--- src/dsu_pkg.sv ---
// Shared constants, types and state codes for the disjoint-set engine.
`timescale 1ns / 1ps
package dsu_pkg;

    localparam int NUM_ELEMENTS = 1024;
    localparam int IDX_W        = 10;
    localparam int ADDR_W       = $clog2(NUM_ELEMENTS);
    localparam int SIZE_W       = $clog2(NUM_ELEMENTS + 1);

    typedef logic [IDX_W-1:0]  t_idx;
    typedef logic [ADDR_W-1:0] t_addr;
    typedef logic [SIZE_W-1:0] t_size;

    typedef enum logic [2:0] {
        S_CLEAR,
        S_IDLE,
        S_WALK,
        S_COMP,
        S_SZ_A,
        S_MERGE,
        S_RESULT
    } t_state;

    typedef struct packed {
        logic  p_we;
        t_addr p_waddr;
        t_addr p_wdata;
        t_addr p_raddr;
        logic  s_we;
        t_addr s_waddr;
        t_size s_wdata;
        t_addr s_raddr;
    } t_mem_req;

    typedef struct packed {
        t_addr p_rdata;
        t_size s_rdata;
    } t_mem_rsp;

    typedef struct packed {
        logic idle;
        logic done;
        logic connected;
    } t_ctrl_stat;

endpackage

--- src/dsu_ctrl.sv ---
// Sequencer for clearing, root walks, path compression and union by size.
`timescale 1ns / 1ps
module dsu_ctrl (
    input  logic                i_clk,
    input  logic                i_rst_n,
    input  logic                i_start,
    input  dsu_pkg::t_idx       i_first,
    input  dsu_pkg::t_idx       i_second,
    input  logic                i_out_free,
    input  dsu_pkg::t_mem_rsp   i_rsp,
    output dsu_pkg::t_mem_req   o_req,
    output dsu_pkg::t_ctrl_stat o_stat
);
    import dsu_pkg::*;

    t_state r_state, n_state;
    t_addr  r_clr_cnt, n_clr_cnt;
    t_addr  r_a, n_a;
    t_addr  r_b, n_b;
    logic   r_phase, n_phase;
    t_addr  r_node, n_node;
    t_addr  r_root, n_root;
    t_addr  r_root_a, n_root_a;
    t_size  r_size_a, n_size_a;
    logic   r_result, n_result;
    logic   w_in_range;

    assign w_in_range = (32'(i_first) < NUM_ELEMENTS) && (32'(i_second) < NUM_ELEMENTS);

    always_ff @(posedge i_clk) begin
        if (!i_rst_n) begin
            r_state   <= S_CLEAR;
            r_clr_cnt <= '0;
        end else begin
            r_state   <= n_state;
            r_clr_cnt <= n_clr_cnt;
        end
    end

    always_ff @(posedge i_clk) begin
        r_a      <= n_a;
        r_b      <= n_b;
        r_phase  <= n_phase;
        r_node   <= n_node;
        r_root   <= n_root;
        r_root_a <= n_root_a;
        r_size_a <= n_size_a;
        r_result <= n_result;
    end

    always_comb begin
        n_state = r_state;
        unique case (r_state)
            S_CLEAR: begin
                if (r_clr_cnt == ADDR_W'(NUM_ELEMENTS - 1)) n_state = S_IDLE;
            end
            S_IDLE: begin
                if (i_start) n_state = w_in_range ? S_WALK : S_RESULT;
            end
            S_WALK: begin
                if (i_rsp.p_rdata == r_node) n_state = S_COMP;
            end
            S_COMP: begin
                if (r_node == r_root) begin
                    if (!r_phase) begin
                        n_state = S_WALK;
                    end else if (r_root_a == r_root) begin
                        n_state = S_RESULT;
                    end else begin
                        n_state = S_SZ_A;
                    end
                end
            end
            S_SZ_A:   n_state = S_MERGE;
            S_MERGE:  n_state = S_RESULT;
            S_RESULT: begin
                if (i_out_free) n_state = S_IDLE;
            end
            default:  n_state = S_CLEAR;
        endcase
    end

    always_comb begin
        n_clr_cnt = r_clr_cnt;
        n_a       = r_a;
        n_b       = r_b;
        n_phase   = r_phase;
        n_node    = r_node;
        n_root    = r_root;
        n_root_a  = r_root_a;
        n_size_a  = r_size_a;
        n_result  = r_result;
        o_req         = '0;
        o_req.p_raddr = r_node;
        o_req.s_raddr = r_root_a;
        o_stat.idle      = 1'b0;
        o_stat.done      = 1'b0;
        o_stat.connected = r_result;
        unique case (r_state)
            S_CLEAR: begin
                o_req.p_we    = 1'b1;
                o_req.p_waddr = r_clr_cnt;
                o_req.p_wdata = r_clr_cnt;
                o_req.s_we    = 1'b1;
                o_req.s_waddr = r_clr_cnt;
                o_req.s_wdata = SIZE_W'(1);
                n_clr_cnt     = r_clr_cnt + ADDR_W'(1);
            end
            S_IDLE: begin
                o_stat.idle   = 1'b1;
                o_req.p_raddr = ADDR_W'(i_first);
                if (i_start) begin
                    n_a      = ADDR_W'(i_first);
                    n_b      = ADDR_W'(i_second);
                    n_node   = ADDR_W'(i_first);
                    n_phase  = 1'b0;
                    n_result = 1'b0;
                end
            end
            S_WALK: begin
                if (i_rsp.p_rdata != r_node) begin
                    n_node        = i_rsp.p_rdata;
                    o_req.p_raddr = i_rsp.p_rdata;
                end else begin
                    n_root        = r_node;
                    n_node        = r_phase ? r_b : r_a;
                    o_req.p_raddr = r_phase ? r_b : r_a;
                end
            end
            S_COMP: begin
                if (r_node != r_root) begin
                    o_req.p_we    = 1'b1;
                    o_req.p_waddr = r_node;
                    o_req.p_wdata = r_root;
                    n_node        = i_rsp.p_rdata;
                    o_req.p_raddr = i_rsp.p_rdata;
                end else if (!r_phase) begin
                    n_root_a      = r_root;
                    n_phase       = 1'b1;
                    n_node        = r_b;
                    o_req.p_raddr = r_b;
                end else if (r_root_a == r_root) begin
                    n_result = 1'b1;
                end
            end
            S_SZ_A: begin
                n_size_a      = i_rsp.s_rdata;
                o_req.s_raddr = r_root;
            end
            S_MERGE: begin
                o_req.p_we    = 1'b1;
                o_req.s_we    = 1'b1;
                o_req.s_wdata = r_size_a + i_rsp.s_rdata;
                if (r_size_a > i_rsp.s_rdata) begin
                    o_req.p_waddr = r_root;
                    o_req.p_wdata = r_root_a;
                    o_req.s_waddr = r_root_a;
                end else begin
                    o_req.p_waddr = r_root_a;
                    o_req.p_wdata = r_root;
                    o_req.s_waddr = r_root;
                end
                n_result = 1'b0;
            end
            S_RESULT: begin
                o_stat.done = i_out_free;
            end
            default: begin
                o_stat.idle = 1'b0;
            end
        endcase
    end

`ifndef NO_ASSERTIONS
    ap_comp_no_clash: assert property (@(posedge i_clk) disable iff (!i_rst_n)
        (r_state == S_COMP && o_req.p_we) |-> (o_req.p_raddr != o_req.p_waddr))
        else $error("compression reads and writes the same parent entry");

    ap_merge_roots_differ: assert property (@(posedge i_clk) disable iff (!i_rst_n)
        (r_state == S_MERGE) |-> (o_req.p_waddr != o_req.s_waddr))
        else $error("merge attaches a root under itself");

    ap_size_bound: assert property (@(posedge i_clk) disable iff (!i_rst_n)
        (r_state == S_MERGE) |-> (32'(o_req.s_wdata) <= NUM_ELEMENTS))
        else $error("merged set size exceeds element count");

    ap_connected_roots: assert property (@(posedge i_clk) disable iff (!i_rst_n)
        (r_state == S_RESULT && r_result) |-> (r_root_a == r_root))
        else $error("connected result with different roots");
`endif

endmodule

--- config.mk ---
export PLATFORM = sky130hd
export DESIGN_NAME = dsu_ctrl
export DESIGN_NICKNAME = d
export VERILOG_FILES = /design/src/dsu_pkg.sv /design/src/dsu_ctrl.sv
export SDC_FILE = /design/constraint.sdc
export NUM_CORES = 1
export LEC_CHECK = 0
export ABC_AREA = 0
export BUFFER_PORTS_ARGS = -buffer_cell sky130_fd_sc_hd__clkbuf_2
export CAP_MARGIN = 5
export CORE_ASPECT_RATIO = 2
export CORE_MARGIN = 2
export CORE_UTILIZATION = 45
export DETAILED_ROUTE_END_ITERATION = 16
export HOLD_SLACK_MARGIN = 0.02
export PLACE_DENSITY = 0.68
export SYNTH_ARGS = -nofsm -noshare
export SYNTH_HDL_FRONTEND = slang
export SYNTH_SLANG_ARGS = --single-unit
export TNS_END_PERCENT = 1
--- constraint.sdc ---
create_clock -name i_clk -period 3.44 [get_ports i_clk]
set_input_delay 0.172 -clock i_clk [delete_from_list [all_inputs] [get_ports i_clk]]
set_output_delay 0.172 -clock i_clk [all_outputs]
set_load 0.01 [all_outputs]
## Yosys cells after proc, flatten, opt, wreduce, memory -nomap -nowiden

Index checks and enable logic that the tools add are counted.

- Output and inout port bits: 66
- Bits of input ports: 45
- Logic and storage cells: 77
- Flip-flop bits (word level): 76

- Magnitude comparators: 1
- Reductions and logical operators: 11
- Mux-type cells: 30
- $add $sub $neg: 2
- Bitwise logic cells: 3
- Equal/unequal tests: 20

Operators by type and width:

| kind | count |
|---|---|
| $mux W10 | 7 |
| $pmux W21 S3 | 1 |
| $pmux W10 S3 | 2 |
| $pmux W22 S2 | 1 |
| $eq A10 B10 Y1 | 3 |
| $mux W21 | 1 |
| $pmux W3 S7 | 1 |
| $mux W20 | 1 |
| $ne A10 B10 Y1 | 2 |
| $mux W3 | 6 |
| $ne A2 B2 Y1 const B | 8 |
| $add A11 B11 Y11 | 1 |
| $gt A11 B11 Y1 | 1 |
| $add A10 B1 Y10 const B | 1 |
| $eq A10 B10 Y1 const B | 1 |
| $reduce_and A5 Y1 | 2 |
| $eq A3 B3 Y1 const B | 3 |
| $mux W1 | 7 |
| $eq A3 B2 Y1 const B | 2 |
| $reduce_and A2 Y1 | 3 |
| $reduce_and A3 Y1 | 2 |
| $reduce_bool A3 Y1 | 2 |
| $eq A3 B1 Y1 const B | 1 |
| $logic_not A3 Y1 | 1 |
| other kinds (5) | 7 |

## Longest topological paths before layout

Gate-level depths: netlist of the first run.

- Word-level depth: 5
- Mapped depth: 10
- Gate-level depth less buffers: 9

## Least setup slack after synthesis of the first run

No wires, ideal clock.

- Path kind: register to output
- From: register r_node[6]
- To: output port o_req[40] (netlist bit)
- Stages on the path, launching flop included: 7
- Data arrival time: 2.484 ns
- Path buffers: 0
- Required time: 3.268 ns
- Setup slack: 0.784 ns
- Cell sequence: edfxtp_1 xnor2_1 nand4_1 nor4_1 and2_1 o21ai_0 a31oi_2

RTL lines:

| item | RTL line | source |
|---|---|---|
| start: declaration | dsu_ctrl.sv:21 | `t_addr r_node, n_node;` |
| start signal: assignment | dsu_ctrl.sv:44 | `r_node <= n_node;` |
| end: declaration | dsu_ctrl.sv:11 | `output dsu_pkg::t_mem_req o_req,` |

==> results.md, run 1 <==
Status:
- The flow ran to the end, and the final reports show no timing, DRC or antenna violations.

Drt:
- The number of DRC violations after detailed-routing iteration 0 is 271.
- Summing over every cut layer, the via total after detailed routing is 4,553.
- The first TritonRoute pass finished after 8 iterations.
- After detailed routing, the number of remaining DRC violations is 0.
- After detailed routing, the number of vias per cell comes to 5.73.
- Dividing the detail-routed wire length by the instance count gives 18.3 µm.
- The count of nets left with antenna violations after detail routing is 0.
- The final layout contains routed wiring with a total length of 14,500 µm.

Job:
- Across the run, the number of max-cap violations was 0.

STA:
- The largest clock skew in the final design is 0.00621 ns.
- The number of slew-limit violations in the final report is 0.
- The hold violation count in the final report is 0.
- For the pin with the worst max-slew slack, the measured transition is 0.817 ns.
- Of the available clock period, the critical path in the final layout requires 91.8%.
- The number of failing setup endpoints in the final timing report is 0.
- Measured against its own limit, the worst slew margin works out to 45.5%.
- The fmax is 317 MHz.
- The post-route minimum period is 3.16 ns.
- Summed over all failing endpoints, the final setup total negative slack is 0 ns.
- Setup repair after global routing left no endpoint under its margin.

Logic synthesis:
- Counting flops with a built-in enable in the synthesized netlist gives 63.
- The number of nets handed over by synthesis was 599.
- After synthesis, flip-flops and latches occupy 42.1% of the total area.
- Ranked by total cell area, the synthesized netlist is headed by sky130_fd_sc_hd__edfxtp_1 (37%), sky130_fd_sc_hd__nand2_1 (6.4%), sky130_fd_sc_hd__ha_1 (5.4%).
- The share of the synthesized area in the top cell type is 37.0%.
- The register bit total from synthesis is 76.
- The post-synthesis instance area is 5110 µm².
- The largest area contributor in the netlist is sky130_fd_sc_hd__edfxtp_1.
- The Yosys step of the flow raised 0 warnings.
- Counting every instance in the synthesized netlist gives 531.
- sky130_fd_sc_hd__nand2_1 is the most common cell in the netlist.
- The most used flip-flop cell after synthesis is sky130_fd_sc_hd__edfxtp_1.
- The number of distinct library cells after synthesis is 57.
- The share of flip-flops with an asynchronous set or reset is 0%.
- By count the netlist is led by sky130_fd_sc_hd__nand2_1 (87), sky130_fd_sc_hd__edfxtp_1 (63), sky130_fd_sc_hd__a21oi_1 (31), sky130_fd_sc_hd__xnor2_1 (28), sky130_fd_sc_hd__inv_1 (26).
- The mean cell area of the mapped netlist is 9.63 µm².

Finish:
- The area growth from synthesis to layout is 22.0%.
- Excluding fillers, the count of instances in the completed layout stands at 794.
- The share of post-route cells with drive strength above 1 is 25.2%.
- The final net count is 715.
- The number of fill cells in the layout is 998.
- The number of antenna diodes in the final layout is 0.

GRT:
- For this run the aggregate overflow at the end of global routing stands at 0.
- The global router's overall resource usage is 23.8%.
- The initial antenna violation count is 0.
- The largest net degree at the start of global routing is 44.
- The first-pass GRT wire length is 22,400 µm.
- The via count of the first global-routing pass was 4,536.

Setup path:
- On the worst path, the slowest cell contributes a delay of 0.50 ns.
- The startpoint type of the worst setup path is a flip-flop.
- The kind of capture point of the worst setup path is an output port.
- The critical path start-end classification is reg -> out.
- STA puts the critical path data arrival time at 2.99 ns.
- Of all nets on the critical path, the largest fanout is 10.
- The slowest stage of the critical path is the sky130_fd_sc_hd__o41ai_2 cell.
- STA puts the critical path data required time at 3.27 ns.
- The setup slack of the worst register-to-register path is 1.05 ns.
- The cell family with the largest share of critical-path delay is compound AO/OA/AOI/OAI gates.
- The signal on the critical path passes through ha_1, a21o_1, a21oi_1, o22ai_1, o41ai_2, or2_1, a221o_1, clkbuf_2.
- The length in cells of the worst reg-to-reg path is 6.
- The critical path runs through a total of 8 cells.
- The number of buffer and inverter instances along the worst setup path is 1.

Placement:
- The placed instance count is 768.
- At the end of routability-driven placement, the weighted congestion stood at 0.872.
- The quantity of I/O buffers inserted on ports is 110.
- Detailed placement ended at an HPWL of 11,300 µm.

Clock network:
- Clock latency on the worst-skew pair, taken at its later pin, is 0.33 ns.
- The total CTS buffers is 9.
- TritonCTS built the clock tree.
- The CTS clock-pin slew for the worst setup and hold paths is 0.06 ns.
- The number of levels the H-tree was split into is 3.
- The maximum clock path buffer count is 2.
- CTS placed an instance of sky130_fd_sc_hd__clkbuf_16 at the clock tree root.
- The TritonCTS sink count is 76.

Die:
- The horizontal die dimension is 79.4 µm.
- The die area is 12,300 µm².
- In this run the core area contains 55 standard-cell rows.
- The floorplan die height is 155 µm.
- Once the floorplan was initialized, standard cells occupied 45.6% of the core.
- In this run the standard cell core region covers 11,200 µm².
- The number of top-level pins is 111.

Hold path:
- Counting instances, the worst hold path has a depth of 1.
- The class of the tightest hold or removal check is in -> reg.

Power:
- The power density over cell area is 343 nW/µm².
- Across the VDD grid, the largest voltage drop is 0.273 mV.
- The analysis attributes to cell leakage a power of 2.63 nW.
==> cell type report <==
cell class	count	area, µm²	area share (%)
clock inverter	5	76.3	1.22
multi-input combinational	401	2760	44.2
sequential	76	2150	34.5
tap	142	178	2.85
inverter	26	97.6	1.56
clock buffer	11	233	3.73
timing repair buffer	133	748	12.0
==> stage by stage <==
stage               util, %  setup WS [ns]  total power (W)  hold slack (ns)  instance area (µm²)
finish                 55.6          0.281          0.00214           0.0388                 6240
CTS                    55.6          0.246          0.00216           0.0281                 6240
global placement       52.0          0.695          0.00116            0.349                 5830
floorplan                 -          0.784          0.00109            0.271                 5110
global route           55.6          0.100          0.00220           0.0296                 6240
detailed placement     52.0          0.598          0.00116            0.351                 5830
==> where the power goes <==
| group | leakage (nW) | switching, W | internal (W) |
|---|---|---|---|
| logic | 1.81 | 0.0000823 | 0.0000701 |
| clock network | 0.149 | 0.000358 | 0.000632 |
| registers | 0.672 | 0.00000375 | 0.000994 |
==> flip-flops by register name, indices dropped and copies added, names as in the netlist <==
signal / flops
r_result: 1
r_root: 10
r_state: 3
r_b: 10
r_a: 10
r_phase: 1
r_node: 10
r_root_a: 10
r_size_a: 11
r_clr_cnt: 10
==> cells in the final DEF, fill, tap and decap left out, types with 4 or more instances in the layout <==
master / count
sky130_fd_sc_hd__buf_4: 13
sky130_fd_sc_hd__and2_1: 21
sky130_fd_sc_hd__clkbuf_16: 9
sky130_fd_sc_hd__dfxtp_1: 13
sky130_fd_sc_hd__nand4_1: 9
sky130_fd_sc_hd__a221o_1: 20
sky130_fd_sc_hd__clkbuf_2: 110
sky130_fd_sc_hd__xor2_1: 14
sky130_fd_sc_hd__mux2_2: 10
sky130_fd_sc_hd__o21ai_0: 9
sky130_fd_sc_hd__nand3_1: 9
sky130_fd_sc_hd__nand2_1: 87
sky130_fd_sc_hd__nor2_1: 21
sky130_fd_sc_hd__nand2b_1: 21
sky130_fd_sc_hd__a211oi_2: 5
sky130_fd_sc_hd__or3_1: 5
sky130_fd_sc_hd__a21oi_1: 31
sky130_fd_sc_hd__and3_1: 5
sky130_fd_sc_hd__edfxtp_1: 63
sky130_fd_sc_hd__nor3_1: 4
sky130_fd_sc_hd__a211oi_1: 7
sky130_fd_sc_hd__ha_1: 22
sky130_fd_sc_hd__o21a_1: 5
sky130_fd_sc_hd__dlygate4sd3_1: 10
sky130_fd_sc_hd__a221oi_1: 10
sky130_fd_sc_hd__xnor2_1: 28
sky130_fd_sc_hd__inv_1: 26
sky130_fd_sc_hd__a31oi_1: 12
==> path summary, 6_finish.rpt <==
check	from	endpoint
worst min-delay path	i_rsp[10]	r_size_a[10]
worst min register to register	r_clr_cnt[1]	r_clr_cnt[1]
worst max register to register	r_root[7]	r_node[4]
worst max-delay path	r_size_a[8]	o_req[44]
==> metal layers <==
layer,wire (µm),share of wire [%],track usage [%]
met1,5100,35,22.7
met2,8330,57,47.7
met3,587,4.0,3.62
met4,482,3.3,10.8
met5,0,0,0
==> cells by family after synthesis <==
| logic type | Yosys count | synth area share (%) |
|---|---|---|
| compound gates | 120 | 17.8 |
| flops | 76 | 42.1 |
| buf+inv | 54 | 4.31 |
| xor+xnor | 42 | 7.19 |
| fa+ha+maj | 23 | 5.77 |
| simple gates | 203 | 20.1 |
| mux | 13 | 2.79 |
==> what timing repair did <==
| action | 4_1_cts | 5_1_grt |
|---|---|---|
| hold buffers | 10 | 0 |
| endpoints found under the hold margin | 10 | 0 |
| buffers inserted | 0 | 0 |
| resized for setup | 0 | 0 |
| endpoints found under the setup margin | 0 | 0 |
(Power assumes the default switching activity.)
==> run 2: changes to the inputs <==
--- a/config.mk
+++ b/config.mk
@@ -5,9 +5,8 @@
 export SDC_FILE = /design/constraint.sdc
 export NUM_CORES = 1
 export LEC_CHECK = 0
-export ABC_AREA = 0
+export ABC_AREA = 1
 export BUFFER_PORTS_ARGS = -buffer_cell sky130_fd_sc_hd__clkbuf_2
-export CAP_MARGIN = 5
 export CORE_ASPECT_RATIO = 2
 export CORE_MARGIN = 2
 export CORE_UTILIZATION = 45
==> run 2 against run 1 <==
Compared with the run above:
- clock skew grew 0.0021 ns
- sequential power increased by 28%
- largest cell class unchanged
- clock-buffer cell count grew 4
- largest power group unchanged
==> results.md, run 2 <==
Status:
- The run finished with clean final reports.

Setup path:
- The endpoint identified for the worst register-to-register timing path is r_root[3].
- The required time at the worst-slack endpoint is 3.27 ns (about the same).
- The biggest fanout along the worst timing path came to 21 (+11).
- The setup path with the least slack is of type reg -> out.
- The startpoint type of the worst setup path is a flip-flop.
- The kind of capture point of the worst setup path is an output port.
- The signal arrival time at the worst endpoint was 2.94 ns (-0.05 ns).
- The length in cells of the worst reg-to-reg path was 7 (+1).
- The setup slack of the worst register-to-register path is 1.18 ns (+0.13 ns).
- The reg-to-reg critical path startpoint is r_node[7].

Logic synthesis:
- By count the netlist is led by sky130_fd_sc_hd__nand2_1 (277), sky130_fd_sc_hd__inv_1 (90), sky130_fd_sc_hd__nand3_1 (82), sky130_fd_sc_hd__edfxtp_1 (63), sky130_fd_sc_hd__o21ai_0 (40).
- Sorting the synthesized cells by area gives the leading types as sky130_fd_sc_hd__edfxtp_1 (35%), sky130_fd_sc_hd__nand2_1 (19%), sky130_fd_sc_hd__nand3_1 (7.7%).
- The share of the synthesized area in the top cell type is 35.3% (-1.7 points).
- The mean cell area of the mapped netlist is 7.12 µm² (-26%).
- The largest total area in the synthesized netlist belongs to sky130_fd_sc_hd__edfxtp_1.
- The total nets after synthesis is 820 (+37%).
- The portion of the post-synthesis area used by sequential elements is 40.2% (-1.9 points).
- The number of distinct library cells after synthesis is 39 (-32%).
- The share of flip-flops with an asynchronous set or reset is 0% (unchanged).
- The post-synthesis instance area is 5360 µm² (+4.7%).
- The most used flip-flop cell after synthesis is sky130_fd_sc_hd__edfxtp_1.
- The register bit total from synthesis came to 76 (unchanged).
- The number of warnings reported in the yosys synthesis log is 0 (unchanged).
- The number of flops mapped to enable cells by yosys is 63 (unchanged).
- The gate count after technology mapping is 752 (+42%).
- The most frequent cell after synthesis is sky130_fd_sc_hd__nand2_1.

GRT:
- The global router's overall resource usage is 24.9% (+1.0 points).
- The via count of the first global-routing pass is 5,015 (+11%).
- The first-pass GRT wire length is 24,000 µm (+7.2%).
- The initial antenna violation count came to 0 (unchanged).
- The total grt overflow is 0 (unchanged).
- The largest net degree at the start of global routing was 29 (-34%).

STA:
- The relative slew slack is 32.7% (-13 points).
- The post-route minimum period was 3.11 ns (-0.0505 ns).
- The largest clock skew in the final design is 0.00826 ns (+0.00205 ns).
- The number of slew-limit violations in the final report is 0 (unchanged).
- The accumulated negative setup slack came to 0 ns (unchanged).
- The number of failing setup endpoints in the final timing report is 0 (unchanged).
- The hold violation count in the final report came to 0 (unchanged).
- The fmax is 322 MHz (+1.6%).
- The worst-margin pin slew is 1.01 ns (+0.191 ns).
- Setup repair after global routing left no endpoint under its margin.
- The fraction of the cycle the final worst path needs is 90.4% (-1.5 points).

Power:
- The leakage power of the design is 3.23 nW (+23%).
- The cell internal power dissipation came to 0.00223 W (+32%).
- The logic gate share of total power is 35.1% (+28 points).
- The portion of total power attributed to sequential cells is 35.9% (-11 points).
- The total power is 0.00355 W (+66%).
- The maximum vdd ir drop was 0.415 mV (+52%).
- The power share of the clock group is 29.0% (-17 points).
- The switching power is 0.00132 W (+200%).
- The switching power share of the total is 37.1% (+16 points).
- The power density over cell area is 547 nW/µm² (+59%).

Die:
- The floorplan die height is 158 µm (+2.3%).
- The die area is 12,800 µm² (+4.5%).
- The horizontal die dimension is 81.1 µm (+2.2%).
- The area of the placeable core was 11,700 µm² (+4.3%).
- The initial cell density of the core is 45.8% (+0.18 points).
- The number of top-level pins is 111 (unchanged).
- The number of standard-cell rows in the floorplan is 56 (+1.8%).

Job:
- The max capacitance violation total is 0 (unchanged).

Clock network:
- The later-pin clock latency in the skew report is 0.34 ns (about the same).
- The number of levels the H-tree was split into is 3 (unchanged).
- The total CTS buffers was 9 (unchanged).
- The TritonCTS clock tree is done.
- The maximum clock path buffer count came to 2 (unchanged).
- The CTS clock-pin slew for the worst setup and hold paths is 0.06 ns (about the same).
- Clock tree synthesis selected as its root buffer the cell sky130_fd_sc_hd__clkbuf_16.
- The TritonCTS sink count was 76 (unchanged).

Drt:
- The routed via count is 5,281 (+16%).
- The number of DRC violations after detailed-routing iteration 0 was 337 (+24%).
- The average wire per cell in the routed design is 15.2 µm (-17%).
- The first-pass detailed-route iteration total is 5 (-3).
- The count of nets left with antenna violations after detail routing is 0 (unchanged).
- The via density per instance is 5.16 (-10%).
- The final wirelength is 15,500 µm (+7.1%).
- The DRC violation count after routing came to 0 (unchanged).

Finish:
- Leaving out fill and tap cells, the most frequent cells in the layout are sky130_fd_sc_hd__nand2_1 (277), sky130_fd_sc_hd__clkbuf_2 (110), sky130_fd_sc_hd__inv_1 (90).
- The flip-flop count of the largest register, all copies and words added is 11 (unchanged).
- The most common cell after layout, fill and taps aside is sky130_fd_sc_hd__nand2_1.
- The final net count was 941 (+32%).
- The share of post-route cells with drive strength above 1 is 18.7% (-6.5 points).
- The top register by number of flip-flops is r_size_a.
- The total inserted antenna cells is 0 (unchanged).
- The share of the core filled with cells is 55.5% (-0.10 points).
- The area growth from synthesis to final layout is 21.3%.

Placement:
- The post-DP HPWL is 12,300 µm (+8.8%).
- The global placer's final weighted congestion is 0.910 (+4.4%).
- The quantity of I/O buffers inserted on ports is 110 (unchanged).

Hold path:
- The worst hold path cell count came to 1 (unchanged).
- The worst hold path endpoint is r_size_a[10].
- The class of the tightest hold or removal check is in -> reg.
- The startpoint identified for the worst hold timing path is i_rsp[10].
[run 2: cell families after synthesis]
kind of cell / synth area share, %
flip-flops: 40.2
AO/OA/AOI/OAI: 8.22
AND/OR/NAND/NOR: 35.4
adder cells (fa/ha/maj): 5.51
XOR/XNOR: 1.47
buffers and inverters: 9.23
[run 2: through the flow]
step	setup WS, ns	hold slack, ns	cells	instance area (µm²)
2_1_floorplan	1.38	0.271	752	5360
3_3_place_gp	0.785	0.350	997	6060
3_5_place_dp	0.726	0.351	997	6060
4_1_cts	0.356	0.0359	1023	6500
5_1_grt	0.0102	0.0233	1023	6500
6_report	0.332	0.0380	1023	6500
[run 2: layout make-up]
type | instances | area, µm²
sequential | 76 | 2150
multi-input combinational | 553 | 2710
timing repair buffer | 131 | 733
clock buffer | 15 | 332
inverter | 102 | 383
clock inverter | 1 | 5.00
fill | 1154 | 5200
tap | 145 | 181
[run 2: timing repair]
item | 4_1_cts | 5_1_grt
hold buffers | 10 | 0
endpoints found under the hold margin | 10 | 0
setup buffers | 0 | 0
gates resized for setup | 0 | 0
[run 2: worst max path at each step]
stage	end	depth (start not counted)	slack, ns	start
3_5_place_dp	o_req[43]	10	0.73	r_size_a[7]
2_1_floorplan	r_a[0]	5	1.38	r_state[1]
5_1_grt	o_req[43]	10	0.01	r_size_a[7]
3_3_place_gp	o_req[42]	10	0.79	r_size_a[7]
6_report	o_req[43]	10	0.33	r_size_a[9]
4_1_cts	o_req[43]	10	0.36	r_size_a[7]
[run 2: power groups by stage]
stage | Clock [W] | Sequential [W] | Combinational, W
after floorplan | 0 | 0.00125 | 0.000796
after global placement | 0 | 0.00129 | 0.00123
after detailed placement | 0 | 0.00129 | 0.00124
after CTS | 0.00104 | 0.00127 | 0.00126
after global routing | 0.00108 | 0.00129 | 0.00139
final | 0.00103 | 0.00128 | 0.00125
[run 2: worst max-delay path, stage by stage, from the launching register on]
cell                       delay [ns]
sky130_fd_sc_hd__edfxtp_1        0.41
sky130_fd_sc_hd__ha_1            0.37
sky130_fd_sc_hd__nand4_1         0.21
sky130_fd_sc_hd__nor3_1          0.26
sky130_fd_sc_hd__nand4_1         0.11
sky130_fd_sc_hd__buf_4           0.23
sky130_fd_sc_hd__nand2_1         0.52
sky130_fd_sc_hd__nand2_1         0.12
sky130_fd_sc_hd__nand3_1         0.14
sky130_fd_sc_hd__nand3_1         0.09
sky130_fd_sc_hd__clkbuf_2        0.14
[run 2: routing by layer]
metal  routed length [µm]  vias to the layer above  global-route usage [%]
li1                     -                     2697                       -
met1                 5620                     2384                    23.5
met2                 8760                      166                    49.5
met3                  592                       34                    4.31
met4                  555                        0                    11.3
met5                    0                        -                       0
==> run 3: changes to the inputs <==
--- a/config.mk
+++ b/config.mk
@@ -13,6 +13,7 @@
 export DETAILED_ROUTE_END_ITERATION = 16
 export HOLD_SLACK_MARGIN = 0.02
 export PLACE_DENSITY = 0.68
+export REMOVE_ABC_BUFFERS = 1
 export SYNTH_ARGS = -nofsm -noshare
 export SYNTH_HDL_FRONTEND = slang
 export SYNTH_SLANG_ARGS = --single-unit
==> run 3 against run 2 <==
Compared with the run above:
- sequential power hardly changed
- non-clock buffer count is 2 higher
- hold slack worse by 0.0093 ns
- combinational power hardly changed
- setup slack better by 0.035 ns
- clock-buffer cell count is 6 lower
- sequential share of layout area is 0.089 points higher
- critical path type unchanged
- critical endpoint is now o_req[45]
- largest cell class unchanged
==> results.md, run 3 (synthesized netlist as in run 2, its figures left out) <==
Status:
- The run finished with clean final reports.

Finish:
- In the layout the commonest cells are sky130_fd_sc_hd__nand2_1 (277), sky130_fd_sc_hd__clkbuf_2 (110), sky130_fd_sc_hd__inv_1 (90).
- The area growth from synthesis to final layout is 21.0%.
- The final net count is 943 (+0.21%).
- The post-route non-filler standard cell count was 1,025 (+0.20%).
- The total inserted antenna cells is 0 (unchanged).
- The cell area after layout was 6480 µm² (-0.27%).
- The top register by number of flip-flops is r_size_a.
- The flip-flop count of the largest register, all copies and words added is 11 (unchanged).
- Leaving out fill and tap cells, the most frequent cell in the layout is sky130_fd_sc_hd__nand2_1.
- The share of post-route cells with drive strength above 1 is 19.0% (+0.30 points).

Drt:
- The first-pass detailed-route iteration total is 5 (unchanged).
- The routed via count came to 5,239 (-0.80%).
- The DRC violation count after routing is 0 (unchanged).
- The count of nets left with antenna violations after detail routing was 0 (unchanged).
- The final wirelength was 15,500 µm (-0.32%).
- The average wire per cell in the routed design is 15.1 µm (-0.52%).
- The via density per instance is 5.11 (-0.99%).
- The number of DRC violations after detailed-routing iteration 0 is 299 (-11%).

GRT:
- The largest net degree at the start of global routing is 28 (-3.4%).
- The via count of the first global-routing pass is 5,029 (+0.28%).
- The total grt overflow came to 0 (unchanged).
- The first-pass GRT wire length is 23,600 µm (-1.4%).
- The global router's overall resource usage is 24.6% (-0.24 points).
- The initial antenna violation count came to 0 (unchanged).

Setup path:
- The signal on the critical path passes through ha_1, inv_1, o31ai_1, nand2_1, nand3_1, buf_4, nand2_1, nand2_1, nand3_1, nand3_1, clkbuf_2.
- The length in cells of the worst reg-to-reg path is 11 (+4).
- The setup slack of the worst register-to-register path is 1.20 ns (+0.02 ns).
- The biggest fanout along the worst timing path is 21 (unchanged).
- The critical path is of the reg -> out type.
- The startpoint type of the worst setup path is a flip-flop.
- For this design, the slowest cell found on the critical path is sky130_fd_sc_hd__ha_1.
- The cell family with the largest share of critical-path delay is simple AND/OR/NAND/NOR gates.
- The highest cell delay on the worst timing path is 0.44 ns (-0.08 ns).
- The required time at the worst-slack endpoint is 3.27 ns (about the same).
- The worst setup path is captured at an output port.
- The number of buffer and inverter instances along the worst setup path is 3 (+1).
- The reg-to-reg critical path startpoint is r_root[1].
- The capture instance of the worst register-to-register path is r_root_a[0].
- The signal arrival time at the worst endpoint is 2.90 ns (-0.04 ns).

STA:
- The hold violation count in the final report came to 0 (unchanged).
- The worst-margin pin slew is 0.824 ns (-0.185 ns).
- The number of failing setup endpoints in the final timing report is 0 (unchanged).
- The number of slew-limit violations in the final report came to 0 (unchanged).
- The fmax is 325 MHz (+1.1%).
- Setup repair after global routing left no endpoint under its margin.
- The fraction of the cycle the final worst path needs is 89.4% (-1.0 points).
- The largest clock skew in the final design is 0.00542 ns (-0.00284 ns).
- The relative slew slack is 45.0% (+12 points).
- The post-route minimum period is 3.07 ns (-0.0346 ns).
- The accumulated negative setup slack is 0 ns (unchanged).

Die:
- The initial cell density of the core came to 45.8% (unchanged).
- The number of standard-cell rows in the floorplan came to 56 (unchanged).
- The horizontal die dimension was 81.1 µm (unchanged).
- The die area was 12,800 µm² (unchanged).
- The area of the placeable core is 11,700 µm² (unchanged).
- The number of top-level pins came to 111 (unchanged).
- The floorplan die height is 158 µm (unchanged).

Hold path:
- The worst hold path cell count is 1 (unchanged).
- The critical hold path startpoint is i_first[2].
- The class of the tightest hold or removal check is in -> reg.
- The worst hold path endpoint is r_a[2].

Job:
- The max capacitance violation total is 0 (unchanged).

Power:
- The leakage power of the design is 3.22 nW (-0.43%).
- The power density over cell area is 536 nW/µm² (-1.9%).
- The maximum vdd ir drop came to 0.385 mV (-7.2%).

Placement:
- The total cell area at the placement stage was 6080 µm² (+0.29%).
- The global placer's final weighted congestion is 0.956 (+5.1%).
- The placed instance count is 999 (+0.20%).
- The post-DP HPWL is 12,200 µm (-1.2%).
- The quantity of I/O buffers inserted on ports is 110 (unchanged).

Clock network:
- The number of levels the H-tree was split into is 3 (unchanged).
- The later-pin clock latency in the skew report is 0.35 ns (about the same).
- Clock tree synthesis selected as its root buffer the cell sky130_fd_sc_hd__clkbuf_16.
- The total CTS buffers is 9 (unchanged).
- The number of buffers inserted to repair setup after CTS is 0 (unchanged).
- The TritonCTS clock tree is done.
- The TritonCTS sink count is 76 (unchanged).
- The CTS clock-pin slew for the worst setup and hold paths is 0.06 ns (about the same).
- The maximum clock path buffer count was 2 (unchanged).
-- run 3: cell count changes in the layout (fill, tap and decap cells not counted), sizes merged --
cell	before	now
buf	11	13
bufinv	0	1
clkbuf	125	119
clkinv	2	5
clkinvlp	0	1
inv	101	102
-- run 3: what timing repair did --
item | CTS | global route
hold endpoints to repair | 10 | 0
resized for setup | 0 | 0
hold buffers | 10 | 0
-- run 3: worst max path at each step --
| stage | startpoint | endpoint | cells past startpoint | slack, ns |
|---|---|---|---|---|
| after global placement | r_size_a[2] | o_req[45] | 11 | 0.77 |
| after CTS | r_size_a[7] | o_req[53] | 11 | 0.41 |
| after floorplan | r_size_a[7] | o_req[42] | 8 | 0.87 |
| final | r_size_a[2] | o_req[45] | 11 | 0.37 |
| after detailed placement | r_size_a[7] | o_req[50] | 11 | 0.78 |
| after global routing | r_size_a[7] | o_req[50] | 11 | 0.11 |
-- run 3: routing by layer --
metal / wire (µm) / vias to the layer above / GRT usage, %
li1: - / 2698 / -
met1: 5440 / 2344 / 22.6
met2: 8720 / 150 / 48.6
met3: 594 / 47 / 3.63
met4: 724 / 0 / 14.5
met5: 0 / - / 0
-- run 3: power breakdown --
part	leakage, nW	internal, W	switching (W)
combinational	2.39	0.000434	0.000812
clock	0.144	0.000565	0.000395
sequential	0.679	0.00115	0.000120
total	3.22	0.00215	0.00133
-- run 3: worst register-to-register path: stages, from the launching register on --
cell	delay [ns]
sky130_fd_sc_hd__edfxtp_1	0.53
sky130_fd_sc_hd__inv_2	0.10
sky130_fd_sc_hd__nand2_1	0.07
sky130_fd_sc_hd__nand2_1	0.06
sky130_fd_sc_hd__nor2_1	0.13
sky130_fd_sc_hd__nand2_1	0.09
sky130_fd_sc_hd__nor2_2	0.19
sky130_fd_sc_hd__nand2_2	0.13
sky130_fd_sc_hd__nor2_4	0.26
sky130_fd_sc_hd__inv_1	0.09
sky130_fd_sc_hd__nor2_1	0.09
sky130_fd_sc_hd__buf_4	0.19
-- run 3: cell type report --
type / count / area [µm²]
clock inverter: 7 / 76.3
inverter: 102 / 383
fill: 1154 / 5220
sequential: 76 / 2150
timing repair buffer: 133 / 748
tap: 145 / 181
multi-input combinational: 553 / 2720
clock buffer: 9 / 225
-- run 3: per-stage QoR --
| step | utilization, % | power, W | hold WS [ns] | setup slack [ns] |
|---|---|---|---|---|
| floorplan | - | 0.00202 | 0.271 | 0.869 |
| global placement | 52.0 | 0.00253 | 0.350 | 0.774 |
| detailed placement | 52.0 | 0.00253 | 0.351 | 0.780 |
| CTS | 55.4 | 0.00351 | 0.0312 | 0.406 |
| global route | 55.4 | 0.00369 | 0.0334 | 0.108 |
| finish | 55.4 | 0.00348 | 0.0287 | 0.366 |
